File: src/rtl/core/rcsa_pkg.sv
package rcsa_pkg;

  // Field widths
  localparam int unsigned StickW   = 12;
  localparam int unsigned PatternW = 8;
  localparam int unsigned CountW   = 8;

  // Hold counter limits and disarm guard
  localparam logic [CountW-1:0] HoldMax     = 8'd250;
  localparam logic [CountW-1:0] HoldFire    = 8'd20;
  localparam logic [CountW-1:0] TicksMax    = 8'd255;
  localparam logic [CountW-1:0] DisarmGuard = 8'd3;

  // Stick combos
  localparam logic [PatternW-1:0] ComboGyro = 8'h57;
  localparam logic [PatternW-1:0] ComboArm  = 8'h6F;

  // Configuration register indexes
  typedef enum logic [1:0] {
    REG_MIN_CHECK          = 2'd0,
    REG_MAX_CHECK          = 2'd1,
    REG_ARM_BY_STICKS      = 2'd2,
    REG_KILL_SWITCH_DISARM = 2'd3
  } rcsa_reg_e;

  // Configuration as seen by the datapath
  typedef struct packed {
    logic [StickW-1:0] min_check;
    logic [StickW-1:0] max_check;
    logic              arm_by_sticks;
    logic              kill_switch_disarm;
  } rcsa_cfg_t;

  // One classified frame handed to the arming controller
  typedef struct packed {
    logic [PatternW-1:0] pattern;
    logic                throttle_idle;
    logic                arm_switch_on;
    logic                arm_allowed;
    logic                signal_present;
  } rcsa_frame_t;

  // Arming status produced for one frame
  typedef struct packed {
    logic armed;
    logic arm_event;
    logic disarm_event;
    logic gyro_cal_request;
  } rcsa_status_t;

endpackage

File: src/rtl/core/rcsa_classify.sv
module rcsa_classify (
  input  logic [rcsa_pkg::StickW-1:0]   roll_value_i,
  input  logic [rcsa_pkg::StickW-1:0]   pitch_value_i,
  input  logic [rcsa_pkg::StickW-1:0]   yaw_value_i,
  input  logic [rcsa_pkg::StickW-1:0]   throttle_value_i,
  input  rcsa_pkg::rcsa_cfg_t           cfg_i,
  output logic [rcsa_pkg::PatternW-1:0] pattern_o,
  output logic                          throttle_idle_o
);

  logic [rcsa_pkg::StickW-1:0] values [4];

  assign values[0] = roll_value_i;
  assign values[1] = pitch_value_i;
  assign values[2] = yaw_value_i;
  assign values[3] = throttle_value_i;

  // Two bits per stick: above min_check, below max_check.
  always_comb begin
    for (int i = 0; i < 4; i++) begin
      pattern_o[2*i+1] = values[i] > cfg_i.min_check;
      pattern_o[2*i]   = values[i] < cfg_i.max_check;
    end
  end

  assign throttle_idle_o = throttle_value_i < cfg_i.min_check;

endmodule

File: src/rtl/core/rcsa_arm_ctrl.sv
module rcsa_arm_ctrl (
  input  logic                   clk_i,
  input  logic                   rst_ni,
  input  logic                   step_i,
  input  rcsa_pkg::rcsa_cfg_t    cfg_i,
  input  rcsa_pkg::rcsa_frame_t  frame_i,
  output rcsa_pkg::rcsa_status_t status_o
);

  logic [rcsa_pkg::PatternW-1:0] last_pattern_q, last_pattern_d;
  logic [rcsa_pkg::CountW-1:0]   hold_count_q, hold_count_d;
  logic [rcsa_pkg::CountW-1:0]   disarm_ticks_q, disarm_ticks_d;
  logic                          armed_q, armed_d;
  logic                          armed_sw;
  logic [rcsa_pkg::CountW-1:0]   ticks_inc;
  logic                          gyro;

  // Hold counter: counts frames with an unchanged pattern, saturating.
  always_comb begin
    if (frame_i.pattern == last_pattern_q) begin
      hold_count_d = (hold_count_q < rcsa_pkg::HoldMax) ?
                     hold_count_q + rcsa_pkg::CountW'(1) : hold_count_q;
    end else begin
      hold_count_d = '0;
    end
    last_pattern_d = frame_i.pattern;
  end

  // Switch arming and guarded switch disarming.
  always_comb begin
    ticks_inc      = (disarm_ticks_q < rcsa_pkg::TicksMax) ?
                     disarm_ticks_q + rcsa_pkg::CountW'(1) : disarm_ticks_q;
    disarm_ticks_d = disarm_ticks_q;
    armed_sw       = armed_q;
    if (!cfg_i.arm_by_sticks) begin
      if (frame_i.arm_switch_on) begin
        disarm_ticks_d = '0;
        if (frame_i.throttle_idle && frame_i.arm_allowed) begin
          armed_sw = 1'b1;
        end
      end else if (armed_q && frame_i.signal_present) begin
        disarm_ticks_d = ticks_inc;
        if (ticks_inc > rcsa_pkg::DisarmGuard &&
            (cfg_i.kill_switch_disarm || frame_i.throttle_idle)) begin
          armed_sw = 1'b0;
        end
      end
    end
  end

  // Stick combos fire once, on the frame the hold count reaches the mark.
  always_comb begin
    gyro    = 1'b0;
    armed_d = armed_sw;
    if (hold_count_d == rcsa_pkg::HoldFire && !armed_sw) begin
      if (frame_i.pattern == rcsa_pkg::ComboGyro) begin
        gyro = 1'b1;
      end else if (cfg_i.arm_by_sticks && frame_i.pattern == rcsa_pkg::ComboArm &&
                   frame_i.arm_allowed) begin
        armed_d = 1'b1;
      end
    end
  end

  always_comb begin
    status_o.armed            = armed_d;
    status_o.arm_event        = !armed_q && armed_d;
    status_o.disarm_event     = armed_q && !armed_d;
    status_o.gyro_cal_request = gyro;
  end

  // State advances only when a frame moves into the result register.
  always_ff @(posedge clk_i or negedge rst_ni) begin
    if (!rst_ni) begin
      last_pattern_q <= '0;
      hold_count_q   <= '0;
      disarm_ticks_q <= '0;
      armed_q        <= 1'b0;
    end else if (step_i) begin
      last_pattern_q <= last_pattern_d;
      hold_count_q   <= hold_count_d;
      disarm_ticks_q <= disarm_ticks_d;
      armed_q        <= armed_d;
    end
  end

  // The hold counter never passes its ceiling.
  assert property (@(posedge clk_i) disable iff (!rst_ni)
    hold_count_q <= rcsa_pkg::HoldMax)
    else $error("hold count above its ceiling");

  // A gyro calibration request is only raised while disarmed.
  assert property (@(posedge clk_i) disable iff (!rst_ni)
    (step_i && status_o.gyro_cal_request) |-> !status_o.armed)
    else $error("gyro request while armed");

  // Disarming only happens through the switch path.
  assert property (@(posedge clk_i) disable iff (!rst_ni)
    (step_i && status_o.disarm_event) |-> !cfg_i.arm_by_sticks)
    else $error("disarm with stick arming selected");

  // The armed register follows the status of the frame just taken.
  assert property (@(posedge clk_i) disable iff (!rst_ni)
    step_i |=> armed_q == $past(status_o.armed))
    else $error("armed state lost a frame result");

endmodule

File: src/rtl/core/rc_stick_command_arming.sv
// RC stick command and arming handler. Each request carries one RC frame (four
// stick values and the arm switch, arm-permission and signal flags) and yields
// exactly one result: the 8-bit stick pattern, the throttle-idle flag, the armed
// flag and one-frame arm, disarm and gyro calibration flags. A frame waits in the
// input register and is classified and applied to the arming state on its way
// into the result register, so a new frame is taken every cycle while the
// result side keeps up. Configuration writes take effect at once and are
// meant to be made while no frame is in flight.
module rc_stick_command_arming (
  input  logic                          clk_i,
  input  logic                          rst_ni,
  // Configuration write port
  input  logic                          cfg_we_i,
  input  logic [1:0]                    cfg_index_i,
  input  logic [rcsa_pkg::StickW-1:0]   cfg_data_i,
  // Frame input channel
  input  logic                          in_valid_i,
  output logic                          in_ready_o,
  input  logic [rcsa_pkg::StickW-1:0]   roll_value_i,
  input  logic [rcsa_pkg::StickW-1:0]   pitch_value_i,
  input  logic [rcsa_pkg::StickW-1:0]   yaw_value_i,
  input  logic [rcsa_pkg::StickW-1:0]   throttle_value_i,
  input  logic                          arm_switch_on_i,
  input  logic                          arm_allowed_i,
  input  logic                          signal_present_i,
  // Result channel
  output logic                          out_valid_o,
  input  logic                          out_ready_i,
  output logic [rcsa_pkg::PatternW-1:0] stick_pattern_o,
  output logic                          throttle_idle_o,
  output logic                          armed_o,
  output logic                          arm_event_o,
  output logic                          disarm_event_o,
  output logic                          gyro_cal_request_o
);

  rcsa_pkg::rcsa_cfg_t           cfg_q;
  logic                          in_valid_q;
  logic [rcsa_pkg::StickW-1:0]   roll_q, pitch_q, yaw_q, throttle_q;
  logic                          sw_on_q, ok_arm_q, signal_q;
  logic                          out_valid_q;
  logic [rcsa_pkg::PatternW-1:0] pattern_q;
  logic                          thr_low_q;
  rcsa_pkg::rcsa_status_t        status_q;
  logic                          advance;
  logic                          take_in;
  logic [rcsa_pkg::PatternW-1:0] pattern;
  logic                          thr_low;
  rcsa_pkg::rcsa_frame_t         frame;
  rcsa_pkg::rcsa_status_t        status;

  // Configuration registers.
  always_ff @(posedge clk_i or negedge rst_ni) begin
    if (!rst_ni) begin
      cfg_q.min_check          <= 12'd1100;
      cfg_q.max_check          <= 12'd1900;
      cfg_q.arm_by_sticks      <= 1'b1;
      cfg_q.kill_switch_disarm <= 1'b0;
    end else if (cfg_we_i) begin
      case (rcsa_pkg::rcsa_reg_e'(cfg_index_i))
        rcsa_pkg::REG_MIN_CHECK:          cfg_q.min_check          <= cfg_data_i;
        rcsa_pkg::REG_MAX_CHECK:          cfg_q.max_check          <= cfg_data_i;
        rcsa_pkg::REG_ARM_BY_STICKS:      cfg_q.arm_by_sticks      <= cfg_data_i[0];
        rcsa_pkg::REG_KILL_SWITCH_DISARM: cfg_q.kill_switch_disarm <= cfg_data_i[0];
        default: begin
        end
      endcase
    end
  end

  // Handshake: a frame moves on whenever the result register is free or drains.
  assign advance    = in_valid_q && (!out_valid_q || out_ready_i);
  assign in_ready_o = !in_valid_q || advance;
  assign take_in    = in_valid_i && in_ready_o;

  // Input register.
  always_ff @(posedge clk_i or negedge rst_ni) begin
    if (!rst_ni) begin
      in_valid_q <= 1'b0;
    end else if (take_in) begin
      in_valid_q <= 1'b1;
    end else if (advance) begin
      in_valid_q <= 1'b0;
    end
  end

  always_ff @(posedge clk_i) begin
    if (take_in) begin
      roll_q     <= roll_value_i;
      pitch_q    <= pitch_value_i;
      yaw_q      <= yaw_value_i;
      throttle_q <= throttle_value_i;
      sw_on_q    <= arm_switch_on_i;
      ok_arm_q   <= arm_allowed_i;
      signal_q   <= signal_present_i;
    end
  end

  rcsa_classify u_classify (
    .roll_value_i     (roll_q),
    .pitch_value_i    (pitch_q),
    .yaw_value_i      (yaw_q),
    .throttle_value_i (throttle_q),
    .cfg_i            (cfg_q),
    .pattern_o        (pattern),
    .throttle_idle_o  (thr_low)
  );

  always_comb begin
    frame.pattern        = pattern;
    frame.throttle_idle  = thr_low;
    frame.arm_switch_on  = sw_on_q;
    frame.arm_allowed    = ok_arm_q;
    frame.signal_present = signal_q;
  end

  rcsa_arm_ctrl u_arm_ctrl (
    .clk_i    (clk_i),
    .rst_ni   (rst_ni),
    .step_i   (advance),
    .cfg_i    (cfg_q),
    .frame_i  (frame),
    .status_o (status)
  );

  // Result register.
  always_ff @(posedge clk_i or negedge rst_ni) begin
    if (!rst_ni) begin
      out_valid_q <= 1'b0;
    end else if (advance) begin
      out_valid_q <= 1'b1;
    end else if (out_ready_i) begin
      out_valid_q <= 1'b0;
    end
  end

  always_ff @(posedge clk_i) begin
    if (advance) begin
      pattern_q <= pattern;
      thr_low_q <= thr_low;
      status_q  <= status;
    end
  end

  assign out_valid_o        = out_valid_q;
  assign stick_pattern_o    = pattern_q;
  assign throttle_idle_o    = thr_low_q;
  assign armed_o            = status_q.armed;
  assign arm_event_o        = status_q.arm_event;
  assign disarm_event_o     = status_q.disarm_event;
  assign gyro_cal_request_o = status_q.gyro_cal_request;

endmodule
File: config.mk
export PLATFORM = sky130hd
export DESIGN_NAME = rc_stick_command_arming
export DESIGN_NICKNAME = d
export VERILOG_FILES = /design/src/rtl/core/rcsa_pkg.sv /design/src/rtl/core/rcsa_classify.sv /design/src/rtl/core/rcsa_arm_ctrl.sv /design/src/rtl/core/rc_stick_command_arming.sv
export SDC_FILE = /design/constraint.sdc
export NUM_CORES = 1
export LEC_CHECK = 0
export BUFFER_PORTS_ARGS = -buffer_cell sky130_fd_sc_hd__buf_2
export CAP_MARGIN = 20
export CORE_MARGIN = 10
export CORE_UTILIZATION = 60
export DETAILED_ROUTE_END_ITERATION = 8
export GPL_TIMING_DRIVEN = 1
export PLACE_DENSITY = 0.84
export SKIP_LAST_GASP = 1
export SYNTH_ARGS = -nofsm -noshare
export SYNTH_HDL_FRONTEND = slang
export SYNTH_SLANG_ARGS = --single-unit
export TNS_END_PERCENT = 10
File: constraint.sdc
create_clock -name clk_i -period 6.4 [get_ports clk_i]
set_clock_uncertainty 0.2 [all_clocks]
set_input_delay 1.28 -clock clk_i [delete_from_list [all_inputs] [get_ports clk_i]]
set_output_delay 1.28 -clock clk_i [all_outputs]
set_load 0.02 [all_outputs]
==> impl_metrics.tcl <==
set metrics [dict create \
    crit_chain "inv_1 > ha_1 > a211o_1 > a31oi_1 > o31ai_1 > a211oi_1 > or4b_4 > nor4_4 > nand3_4 > o31ai_1" \
    clk_latency_ps 540 \
    crit_family "simple AND/OR/NAND/NOR gates" \
    multi_input_area_sq_um 3260 \
    fin_ws_ps 2800 \
    setup-tns-final_ps 0 \
    ys_seq_area_frac 0.487 \
    holdPathStages 1 \
    n_antenna_cell 0 \
    vias 5297 \
    place_congestion 0.876 \
    final_area_sq_um 7930 \
    max_slew_margin 0.425 \
    async_flop_share 0.453 \
    rsz0062_at_grt "no" \
    path_common_cell "o31ai_1" \
    max_cap_viol_count 0 \
    drt_iter0_markers 554 \
    synth_cell_types 57 \
    drtAntennaViolNets 0 \
    h-tree-depth 4 \
    syn_inst 611 \
    worstPathRequired_ps 6550 \
    crit_cells 10 \
    whs_ps 303 \
    cts_buffer_depth 2 \
    hold_violations 0 \
    drive_above_1_share 0.212 \
    final_core_util 0.728 \
    worst-path-buf-inv 1 \
    grt_antenna_before_repair 0 \
    dp_slack_ps 2770 \
    fill_cells 760 \
    cellPowerDensity_nw_per_um2 334 \
    dr.pass1.iters 8 \
    grtUsageTotal 0.218 \
    r2r_cells 10 \
    grt_pass1_wl_microns 27500 \
    critPathSlowestCell "or4b_4" \
    clk_pin_slew_worst_paths_ps 60 \
    crit_fanout 10 \
    fin_crit_sh 0.562 \
    coreArea_sq_um 10900 \
    port_buffers 84 \
    grt_pass1_vias 5522 \
    critPathKind "flop to flop" \
    synth_edf_count 64 \
    fin_cells 863 \
    ioPinCount 85 \
    synth_nets 775 \
    initial_core_util 0.615 \
    grt_max_degree 54 \
    routed_wirelength_microns 17100 \
    critPathMaxStageDelay_ps 580 \
    synthFlopType "edfxtp_1" \
    layout_commonest_cell "ha_1" \
    fp.dieH_microns 126 \
    cp-end-kind "flop" \
    grt_overflow 0 \
    slew_viol_final 0 \
    synth_seq_cells 117 \
    cts_resized 0 \
    vias_per_cell 6.14 \
    yosysWarnings 0 \
    synth.avg_cell_area_sq_um 11.0 \
    regArea_sq_um 3260 \
    tightest_slew_ps 856 \
    clockRootBuffer "clkbuf_8" \
    dpl.hpwl_microns 12700 \
    hold_path.class "flop to flop" \
    crit_arrival_ps 3750 \
    post-route-min-period_ps 3600 \
    static-leakage-power_nw 3.45 \
    rows 38 \
    dp_cells 830 \
    final_cell_mix "ha_1, buf_2, nand2_1, edfxtp_1, a21oi_1" \
    vdd_drop_max_mv 0.251 \
    final_nets 874 \
    status "finished clean" \
    die-area_sq_um 15800 \
    start_kind "flop" \
    wire_per_inst_microns 19.8 \
    cts_sinks 117 \
    syn_to_final_growth_pct 18.4 \
    cts_tree "yes" \
    hold_buffers 0 \
    power_mw 2.65 \
    placed_cell_area_sq_um 7290 \
    netlist_area_sq_um 6690 \
    timing.fmax_mhz 278 \
    postCtsSetupRepairBufs 0 \
    dieWidth_microns 126 \
    setup_viol 0 \
    numCtsBuffers 17 \
    drcViolationCount 0 \
]
## registers in the layout, indices dropped and copies added, names as in the netlist
register,flops
out_valid_o,1
disarm_event_o,1
gyro_cal_request_o,1
throttle_q,12
throttle_idle_o,1
signal_q,1
in_valid_q,1
arm_event_o,1
sw_on_q,1
u_arm_ctrl.disarm_ticks_q,8
pitch_q,12
cfg_q,26
roll_q,12
u_arm_ctrl.armed_q,1
stick_pattern_o,8
armed_o,1
ok_arm_q,1
yaw_q,12
u_arm_ctrl.hold_count_q,8
u_arm_ctrl.last_pattern_q,8
## kinds of logic (layout without fill, tap and decap cells)
| group | after synthesis | count (layout) | synth area share |
|---|---|---|---|
| DFF | 117 | 117 | 0.487 |
| xor gates and xnor gates | 5 | 5 | 0.00654 |
| muxes | 19 | 19 | 0.0314 |
| buffers and inverters | 46 | 158 | 0.0258 |
| and+or+nand+nor | 180 | 180 | 0.137 |
| adders and majority gates | 94 | 94 | 0.176 |
| AOI/OAI and AO/OA | 150 | 150 | 0.136 |
## final cells by class
| cell class | count | share of cell area |
|---|---|---|
| Timing Repair Buffer | 88 | 0.0584 |
| Multi-Input combinational cell | 448 | 0.412 |
| Clock buffer | 20 | 0.0549 |
| Inverter | 38 | 0.0180 |
| Sequential cell | 117 | 0.412 |
| Tap cell | 140 | 0.0221 |
| Clock inverter | 12 | 0.0230 |
## metal layers
metal | track usage | vias to the layer above | wire [microns] | share of wire
li1 | - | 2496 | - | -
met1 | 0.246 | 2504 | 6700 | 0.39
met2 | 0.356 | 243 | 8260 | 0.48
met3 | 0.0780 | 54 | 1470 | 0.086
met4 | 0.111 | 0 | 642 | 0.038
met5 | 0 | - | 0 | 0
## path summary, 6_finish.rpt
check                                       start                                       end  slack (ps)
min reg2reg                in_valid_q$_DFFE_PN0P_                   out_valid_o$_DFFE_PN0P_         300
max                          cfg_q[4]$_DFFE_PN1P_                     arm_event_o$_DFFE_PP_        2800
min                        in_valid_q$_DFFE_PN0P_                   out_valid_o$_DFFE_PN0P_         300
max reg2reg                  cfg_q[4]$_DFFE_PN1P_                     arm_event_o$_DFFE_PP_        2800
max in group asynchronous                  rst_ni                     cfg_q[22]$_DFFE_PN0P_        4850
min in group asynchronous                  rst_ni  u_arm_ctrl.disarm_ticks_q[2]$_DFFE_PN0P_         670
## where the power goes
group	leakage (nW)	switching, mW	internal, mW
Combinational	1.89	0.399	0.251
Sequential	1.26	0.0769	0.917
Clock	0.307	0.327	0.675
Total	3.45	0.803	1.84
## Yosys cell counts (4+ instances only)
| cell | n | share of area |
|---|---|---|
| dfrtp_1 | 41 | 0.15 |
| or3_1 | 4 | 0.0037 |
| dfstp_2 | 12 | 0.047 |
| and3_1 | 4 | 0.0037 |
| o21ai_0 | 39 | 0.029 |
| nand4_1 | 20 | 0.019 |
| o211ai_1 | 5 | 0.0056 |
| nor2b_1 | 7 | 0.0065 |
| a211oi_1 | 6 | 0.0067 |
| ha_1 | 94 | 0.18 |
| mux2_2 | 15 | 0.025 |
| nor2_1 | 25 | 0.014 |
| a21oi_1 | 58 | 0.043 |
| a31oi_1 | 6 | 0.0056 |
| a211o_1 | 4 | 0.0052 |
| clkbuf_1 | 7 | 0.0039 |
| inv_1 | 37 | 0.021 |
| edfxtp_1 | 64 | 0.29 |
| nand2_1 | 64 | 0.036 |
| and2_1 | 5 | 0.0047 |
| nand3_1 | 19 | 0.014 |
| nor3_1 | 11 | 0.0082 |
| nand2b_1 | 7 | 0.0065 |
| o31ai_1 | 7 | 0.0079 |
(Power assumes the default switching activity.)
